## src/sv/prime_field_primitive_root_test_top_assert.svh

```systemverilog
// Assertion macros for the primitive root test block.
`ifndef PRIME_FIELD_PRIMITIVE_ROOT_TEST_TOP_ASSERT_SVH
`define PRIME_FIELD_PRIMITIVE_ROOT_TEST_TOP_ASSERT_SVH
`ifndef NO_ASSERTIONS
`define PFR_ASSERT_IMPL(label, clk, rst, prop) \
  label: assert property (@(posedge clk) disable iff (rst) prop) else $error("%m failed");
`define PFR_ASSERT_NEXT(label, clk, rst, cond, nxt) \
  label: assert property (@(posedge clk) disable iff (rst) (cond) |=> (nxt)) else $error("%m");
`else
`define PFR_ASSERT_IMPL(label, clk, rst, prop)
`define PFR_ASSERT_NEXT(label, clk, rst, cond, nxt)
`endif
`endif

```

## src/sv/pfr_pkg.sv

```systemverilog
// Shared types and constants for the primitive root test block.
package pfr_pkg;
  localparam logic [0:0] CmdPower = 1'b0;
  localparam logic [0:0] CmdTest  = 1'b1;
  localparam logic [0:0] RegModulus = 1'b0;

  typedef enum logic [3:0] {
    ST_IDLE, ST_REDUCE, ST_DIV, ST_DIV_DONE, ST_NEXT_Q,
    ST_POW_NEXT, ST_POW_MUL, ST_POW_SQR, ST_OUT
  } state_t;

  typedef enum logic [1:0] {
    RET_POWER, RET_FACTOR, RET_LAST
  } ret_t;

  typedef enum logic [2:0] {
    DIV_MODRED, DIV_TRIAL, DIV_EXP, DIV_EXP_LAST, DIV_STRIP
  } div_use_t;
endpackage

```

## src/sv/pfr_mulmod.sv

```systemverilog
// Bit-serial modular multiplier: one doubling and conditional add per cycle.
module pfr_mulmod #(
  parameter int unsigned W = 32
) (
  input  logic         clk,
  input  logic         rst,
  input  logic         start,
  input  logic [W-1:0] x,
  input  logic [W-1:0] y,
  input  logic [W-1:0] m,
  output logic         done,
  output logic [W-1:0] r
);
  localparam int unsigned CW = $clog2(W + 1);
  logic [W-1:0] acc, acc_next, ysh, xr;
  logic [CW-1:0] cnt;
  logic busy;
  logic [W:0] dbl, dsub, ad, asub;
  logic [W-1:0] t;

  // double then add, each reduced by one compare-subtract
  always_comb begin
    dbl  = {acc, 1'b0};
    dsub = dbl - {1'b0, m};
    t    = dsub[W] ? dbl[W-1:0] : dsub[W-1:0];
    ad   = {1'b0, t} + {1'b0, xr};
    asub = ad - {1'b0, m};
    acc_next = ysh[W-1] ? (asub[W] ? ad[W-1:0] : asub[W-1:0]) : t;
  end

  always_ff @(posedge clk) begin
    if (rst) begin
      busy <= 1'b0;
      done <= 1'b0;
      cnt  <= '0;
    end else begin
      done <= 1'b0;
      if (start) begin
        busy <= 1'b1;
        cnt  <= CW'(W);
        acc  <= '0;
        ysh  <= y;
        xr   <= x;
      end else if (busy) begin
        acc <= acc_next;
        ysh <= ysh << 1;
        cnt <= cnt - 1'b1;
        if (cnt == CW'(1)) begin
          busy <= 1'b0;
          done <= 1'b1;
        end
      end
    end
  end
  assign r = acc;
endmodule

```

## src/sv/prime_field_primitive_root_test_top.sv

```systemverilog
// Top level: modular power and primitive root test over a configured prime.
// Sequence: the divider first reduces the base modulo the prime, then a power runs by
// square-and-multiply, with one squaring per exponent bit and one multiply per set bit.
// The test runs trial divisors up to sqrt(p-1) through the divider plus one power per factor.
// One transaction at a time; the next is accepted from the cycle after the result handoff.
// Synchronous active-high reset: modulus returns to 3, control goes idle.
`include "prime_field_primitive_root_test_top_assert.svh"
module prime_field_primitive_root_test_top #(
  parameter int unsigned MODULUS_WIDTH = 32
) (
  input  logic        clk,
  input  logic        rst,
  input  logic        psel,
  input  logic        penable,
  input  logic        pwrite,
  input  logic [2:0]  paddr,
  input  logic [31:0] pwdata,
  output logic [31:0] prdata,
  output logic        pready,
  input  logic        in_valid,
  output logic        in_ready,
  input  logic        command,
  input  logic [31:0] base_value,
  input  logic [31:0] exponent,
  output logic        out_valid,
  input  logic        out_ready,
  output logic [31:0] power_result,
  output logic        is_primitive_root
);
  localparam int unsigned W = MODULUS_WIDTH;
  localparam int unsigned IW = (W > 32) ? W : 32;
  localparam int unsigned CW = $clog2(IW + 1);

  pfr_pkg::state_t state, state_next;
  pfr_pkg::ret_t ret;
  pfr_pkg::div_use_t du;
  logic [31:0] modulus;
  logic [W-1:0] m, m1, xbase, xb, pr, rest, q, rem, dvs;
  logic [IW-1:0] dvd, e;
  logic [CW-1:0] dcnt;
  logic cmd, res_root;
  logic [31:0] res_pow;
  logic mstart, mdone, msq;
  logic [W-1:0] mx, mr;
  logic [W:0] rsh, rtry;
  logic cfg_wr, quo_low, pr_one;

  assign m = W'(modulus);
  assign m1 = m - W'(1);
  assign pready = 1'b1;
  assign prdata = (paddr[2] == pfr_pkg::RegModulus) ? modulus : '0;
  assign cfg_wr = psel & penable & pwrite & pready;
  assign quo_low = (dvd < IW'(q));
  assign pr_one = (pr == W'(1));

  // configuration register
  always_ff @(posedge clk) begin
    if (rst) modulus <= 32'd3;
    else if (cfg_wr && paddr[2] == pfr_pkg::RegModulus) modulus <= pwdata;
  end

  pfr_mulmod #(.W(W)) u_mul (
    .clk(clk), .rst(rst), .start(mstart), .x(mx), .y(xb), .m(m),
    .done(mdone), .r(mr));
  assign mx = msq ? xb : pr;

  // restoring divider step, one quotient bit per cycle
  always_comb begin
    rsh  = {rem, dvd[IW-1]};
    rtry = rsh - {1'b0, dvs};
  end

  // next state
  always_comb begin
    state_next = state;
    case (state)
      pfr_pkg::ST_IDLE: if (in_valid) state_next = pfr_pkg::ST_REDUCE;
      pfr_pkg::ST_REDUCE: begin
        state_next = (m < W'(2)) ? pfr_pkg::ST_OUT : pfr_pkg::ST_DIV;
      end
      pfr_pkg::ST_DIV: if (dcnt == CW'(1)) state_next = pfr_pkg::ST_DIV_DONE;
      pfr_pkg::ST_DIV_DONE: begin
        case (du)
          pfr_pkg::DIV_MODRED: begin
            if (cmd == pfr_pkg::CmdPower) state_next = pfr_pkg::ST_POW_NEXT;
            else if (rem == '0) state_next = pfr_pkg::ST_OUT;
            else state_next = pfr_pkg::ST_NEXT_Q;
          end
          pfr_pkg::DIV_TRIAL: begin
            if (quo_low) state_next = (rest > W'(1)) ? pfr_pkg::ST_DIV : pfr_pkg::ST_OUT;
            else if (rem == '0) state_next = pfr_pkg::ST_DIV;
            else state_next = pfr_pkg::ST_NEXT_Q;
          end
          pfr_pkg::DIV_EXP, pfr_pkg::DIV_EXP_LAST: state_next = pfr_pkg::ST_POW_NEXT;
          pfr_pkg::DIV_STRIP: begin
            state_next = (rem == '0) ? pfr_pkg::ST_DIV : pfr_pkg::ST_NEXT_Q;
          end
          default: state_next = pfr_pkg::ST_IDLE;
        endcase
      end
      pfr_pkg::ST_NEXT_Q: state_next = pfr_pkg::ST_DIV;
      pfr_pkg::ST_POW_NEXT: begin
        if (e == '0) begin
          if (ret == pfr_pkg::RET_FACTOR && !pr_one) state_next = pfr_pkg::ST_DIV;
          else state_next = pfr_pkg::ST_OUT;
        end else if (e[0]) begin
          state_next = pfr_pkg::ST_POW_MUL;
        end else begin
          state_next = pfr_pkg::ST_POW_SQR;
        end
      end
      pfr_pkg::ST_POW_MUL: if (mdone) state_next = pfr_pkg::ST_POW_SQR;
      pfr_pkg::ST_POW_SQR: if (mdone) state_next = pfr_pkg::ST_POW_NEXT;
      pfr_pkg::ST_OUT: if (out_ready) state_next = pfr_pkg::ST_IDLE;
      default: state_next = pfr_pkg::ST_IDLE;
    endcase
  end

  // handshake and multiplier control
  always_comb begin
    in_ready = (state == pfr_pkg::ST_IDLE);
    out_valid = (state == pfr_pkg::ST_OUT);
    mstart = 1'b0;
    msq = 1'b1;
    case (state)
      pfr_pkg::ST_POW_NEXT: begin
        mstart = (e != '0);
        msq = ~e[0];
      end
      pfr_pkg::ST_POW_MUL: mstart = mdone;
      default: ;
    endcase
  end

  always_ff @(posedge clk) begin
    if (rst) state <= pfr_pkg::ST_IDLE;
    else state <= state_next;
  end

  // datapath
  always_ff @(posedge clk) begin
    case (state)
      pfr_pkg::ST_IDLE: if (in_valid) begin
        cmd <= command;
        dvd <= IW'(base_value);
        e <= IW'(exponent);
        res_pow <= '0;
        res_root <= 1'b0;
      end
      pfr_pkg::ST_REDUCE: begin
        du <= pfr_pkg::DIV_MODRED;
        dvs <= m; rem <= '0; dcnt <= CW'(IW);
      end
      pfr_pkg::ST_DIV: begin
        rem <= rtry[W] ? rsh[W-1:0] : rtry[W-1:0];
        dvd <= {dvd[IW-2:0], ~rtry[W]};
        dcnt <= dcnt - CW'(1);
      end
      pfr_pkg::ST_DIV_DONE: begin
        case (du)
          pfr_pkg::DIV_MODRED: begin
            xbase <= rem; xb <= rem; pr <= W'(1); ret <= pfr_pkg::RET_POWER;
            rest <= m1; q <= W'(2);
          end
          pfr_pkg::DIV_TRIAL: begin
            if (quo_low) begin
              // search done: only the leftover factor is still to be tried
              if (rest > W'(1)) begin
                du <= pfr_pkg::DIV_EXP_LAST;
                dvd <= IW'(m1); dvs <= rest; rem <= '0; dcnt <= CW'(IW);
              end else begin
                res_root <= 1'b1;
              end
            end else if (rem == '0) begin
              du <= pfr_pkg::DIV_EXP;
              dvd <= IW'(m1); dvs <= q; rem <= '0; dcnt <= CW'(IW);
            end else begin
              q <= q + W'(1);
            end
          end
          pfr_pkg::DIV_EXP, pfr_pkg::DIV_EXP_LAST: begin
            e <= dvd; xb <= xbase; pr <= W'(1);
            ret <= (du == pfr_pkg::DIV_EXP_LAST) ? pfr_pkg::RET_LAST : pfr_pkg::RET_FACTOR;
          end
          pfr_pkg::DIV_STRIP: begin
            // divide q out of rest until it no longer divides
            if (rem == '0) begin
              rest <= W'(dvd); rem <= '0; dcnt <= CW'(IW);
            end else begin
              q <= q + W'(1);
            end
          end
          default: ;
        endcase
      end
      pfr_pkg::ST_NEXT_Q: begin
        // rest / q gives both the loop bound test and divisibility
        du <= pfr_pkg::DIV_TRIAL;
        dvd <= IW'(rest); dvs <= q; rem <= '0; dcnt <= CW'(IW);
      end
      pfr_pkg::ST_POW_NEXT: if (e == '0) begin
        case (ret)
          pfr_pkg::RET_POWER: res_pow <= 32'(pr);
          pfr_pkg::RET_FACTOR: if (!pr_one) begin
            du <= pfr_pkg::DIV_STRIP;
            dvd <= IW'(rest); dvs <= q; rem <= '0; dcnt <= CW'(IW);
          end
          default: res_root <= !pr_one;
        endcase
      end
      pfr_pkg::ST_POW_MUL: if (mdone) pr <= mr;
      pfr_pkg::ST_POW_SQR: if (mdone) begin
        xb <= mr;
        e <= e >> 1;
      end
      default: ;
    endcase
  end

  assign power_result = res_pow;
  assign is_primitive_root = res_root;

  `PFR_ASSERT_NEXT(a_out_hold, clk, rst, out_valid && !out_ready, out_valid)
  `PFR_ASSERT_IMPL(a_busy_noready, clk, rst, out_valid |-> !in_ready)
  `PFR_ASSERT_NEXT(a_cmd_clear, clk, rst, out_valid && cmd == pfr_pkg::CmdPower, !res_root)
endmodule

```

## config.mk

```make
export PLATFORM = sky130hd
export DESIGN_NAME = prime_field_primitive_root_test_top
export DESIGN_NICKNAME = d
export VERILOG_FILES = /design/src/sv/pfr_pkg.sv /design/src/sv/pfr_mulmod.sv /design/src/sv/prime_field_primitive_root_test_top.sv
export VERILOG_INCLUDE_DIRS = /design/src /design/src/sv
export SDC_FILE = /design/constraint.sdc
export NUM_CORES = 1
export LEC_CHECK = 0
export BUFFER_PORTS_ARGS = -buffer_cell sky130_fd_sc_hd__buf_2
export CAP_MARGIN = 0
export CORE_UTILIZATION = 50
export CTS_BUF_LIST = sky130_fd_sc_hd__clkbuf_16
export CTS_CLUSTER_SIZE = 10
export DETAILED_ROUTE_END_ITERATION = 6
export PLACE_DENSITY_LB_ADDON = 0.1
export SKIP_CTS_REPAIR_TIMING = 1
export SLEW_MARGIN = 20
export SYNTH_ARGS = -nofsm -noshare
export SYNTH_HDL_FRONTEND = slang
export SYNTH_SLANG_ARGS = --single-unit
```

## constraint.sdc

```tcl
create_clock -name clk -period 9.3 [get_ports clk]
set_clock_uncertainty 0.05 [all_clocks]
set_input_delay 0.465 -clock clk [delete_from_list [all_inputs] [get_ports clk]]
set_output_delay 0.465 -clock clk [all_outputs]
set_load 0.03 [all_outputs]
```

==> summary.txt <==
Timing
  – Slew of the pin with the lowest slew margin: 1.065 ns
  – RSZ-0062 raised after global routing: false
  – Final period util: a little over nine tenths
  – Setup TNS: 0 ns
  – Max Slew Vio Count: 0
  – Min cycle time layout: just under 9 ns
  – Max Freq: 0.1145 GHz
  – Hold Vio Cnt, Final: 0
  – # setup viols final: 0
  – Slew margin rel.: 29.03%
  – Fin Hold WS: between 0.009 and 0.01 ns

Clock tree
  – H-tree levels: 2
  – CTS clock-pin slew for the worst setup and hold paths: 0.06 ns
  – CTS root buf: clkbuf_16
  – Clock latency at the later pin of the worst-skew pair: 0.65 ns
  – Clock sinks: approximately 470
  – TritonCTS Buffers: 56
  – Clock Path Buffers: 3
  – CTS tree: yes

Route
  – Vias/cell: 6.295
  – # DRC: 51
  – Routed vias: 25270
  – Detail Route Antenna Nets: 0
  – WL per Instance: roughly 25 um
  – DR iter-0 viols: 2691
  – DRT Wirelength: 101.4 mm
  – First-pass DRT Iterations: 7

Placement
  – DP HPWL: 75.41 mm
  – Placed cell areas: 31810 um2
  – Placed cells: 3923
  – GP Congestion: 0.9845
  – Port-buffer cells: ~170

Synthesis
  – Async SR Flop Fraction: 0%
  – Synth Instances: 3071
  – Ys flop type: edfxtp_1
  – Avg Cell Area, Syn: 9.804 um2
  – Syn nets: 3346
  – Share of Yosys cell area claimed by the top area cell type: 42.79%
  – Synthesized flop and latch total: around 470
  – EDFF count, synth: 429
  – Sequential area share after synthesis: between 40% and 50%
  – Area leader, netlist: edfxtp_1
  – Yosys cell types: approximately 110
  – Largest cells by area after synthesis: edfxtp_1 (43%), ha_1 (6.8%), nand2_1 (5.2%)
  – Mapped cell area: 30110 um2
  – Synth warnings: 0

Status
  – Failing checks: design-rule violations
  – Status: finished, violations left

Power and ir drop
  – Sequential power share: a little under two fifths
  – Clk pwr share: between 20 and 25%
  – Pleak: 13.11 nW
  – Internal power: 5.535 mW
  – Pwr per Cell Area: 273.5 nW/um2
  – Combinational cell fraction of total power: 39.6%
  – Worst IR Drop VDD: 0.2099 mV
  – Sw Share: 39.55%
  – Net Sw Power: 3.621 mW

Worst setup path
  – CP Launch Type: flip-flop
  – CP endpoint kind: flip-flop
  – WP data required: 9.70 ns
  – Crit Reg-Reg Startpoint: m[5]
  – Critical-path maximum fanout: 31
  – CP max stage delay: 0.55 ns
  – CP top delay family: simple AND/OR/NAND/NOR gates
  – Critical path launch point: m[5]
  – CP Class: flip-flop to flip-flop
  – Worst EP arrival: 9.13 ns
  – Slowest stage cell on the critical path: dfxtp_1
  – Cell mode on critical path: ha_1
  – Buf/Inv on CP: 3

Cells and area
  – Reg area: around 14000 um2
  – Layout filler cell count: 5226
  – Nets: 3483
  – Finished Layout Cells: 4014
  – Commonest non-fill, non-tap cell in the layout: edfxtp_1
  – Commonest non-fill, non-tap cells in the layout: edfxtp_1 (429), nand2_1 (417), nor2_1 (254)
  – Syn-to-layout area delta: 11.18%
  – Multi-input logic area: between 15000 and 20000 um2
  – Share of cells above drive strength 1: 12.56%
  – Post-route cell area: 33470 um2
  – N_diodes: 0

Floorplanning
  – Boundary Pins: about 180
  – Num rows: 89
  – Die W: approximately 250 um
  – Initial Util: 50.82%
  – Die area: 61200 um2
  – Placeable Area: 59240 um2
  – Die Y: 247.4 um

Global routing
  – First-pass GRT wire length: between 100 and 150 mm
  – Gr usage total: 32.76%
  – Vias in the first global route: 23910
  – Largest net degree at the start of global routing: 67
  – Grt total ovfl: 0
  – Antenna violations before repair: 0

Job
  – Max-Cap Viols: 0

Min path
  – Hold Startpoint: pwdata[10]
  – Hold Crit Class: input pin to flip-flop
-- routing by layer --
layer	vias up	global-route usage [%]	part of all wire (%)
met3	252	4.758	7.9
met5	-	0	0
met4	0	17.12	5.9
li1	11570	-	-
met2	1157	52.79	46
met1	12290	42.81	40
-- power groups by stage --
stage | registers (mW) | clock network, mW | logic [mW]
final | 3.50 | 2.03 | 3.63
after global routing | 3.53 | 2.13 | 3.97
after CTS | 3.48 | 2.05 | 3.60
after detailed placement | 3.52 | 0 | 3.58
after global placement | 3.51 | 0 | 3.49
after floorplan | 3.36 | 0 | 2.68
-- stage by stage --
stage	total power [mW]	utilization, %	setup slack, ns
detailed placement	7.100	53.70	0.4888
global placement	7.009	53.70	0.6019
global route	9.634	56.50	0.05533
CTS	9.130	56.47	0.4175
finish	9.156	56.50	0.5700
floorplan	6.037	-	1.944
-- registers in the layout (all words and copies together) (netlist names), 2 cells and up --
name and cells:
dcnt 6, du 3, dvd 32, dvs 32, e 32, m 32
power_result 32, pr 32, q 32, rem 32, rest 32, ret 2
state 4, u_mul.cnt 6, u_mul.r 32, u_mul.xr 32, u_mul.ysh 32, xb 32
xbase 32
-- cells by family after synthesis --
kind of cell / count (synthesis) / synth area share (%)
buf+inv: 322 / 4.384
fa+ha+maj: 168 / 7.081
other cells: 1 / 0.01246
flops: 473 / 45.71
compound gates: 754 / 16.90
mux: 144 / 5.066
xor+xnor: 171 / 5.049
simple gates: 1038 / 15.79
-- worst paths after layout --
check / endpoint / slack, ns / depth (start not counted)
max reg2reg: u_mul.r[0] / 0.57 / 29
max: u_mul.r[0] / 0.57 / 29
min reg2reg: u_mul.ysh[10] / 0.45 / 2
min: m[10] / 0.01 / 3
-- cell usage after synthesis, drive strengths merged (52+ instances only) --
| cell | instances |
|---|---|
| o21ai | 187 |
| xnor2 | 135 |
| mux2i | 77 |
| and2 | 79 |
| a21o | 65 |
| clkbuf | 110 |
| inv | 179 |
| edfxtp | 429 |
| mux2 | 67 |
| a222oi | 53 |
| a21oi | 199 |
| nor2 | 260 |
| nand2 | 420 |
| nor3 | 53 |
| ha | 164 |
| nand3 | 52 |
-- layout make-up --
class	instances	share of cell area (%)
tap	773	2.889
inverter	179	2.007
multi-input combinational	2276	45.32
timing repair buffer	222	3.749
clock inverter	34	0.6541
sequential	473	41.12
clock buffer	57	4.261
-- worst register-to-register path, delay by kind of cell (launching register included) --
kind,cells,cell delay (ns)
adder cells (fa/ha/maj),3,1.17
flip-flops,1,0.55
AO/OA/AOI/OAI,8,2.10
multiplexers,2,0.82
AND/OR/NAND/NOR,11,2.62
buffers and inverters,3,0.71
XOR/XNOR,2,0.53
Power figures use the tool's default switching activity.
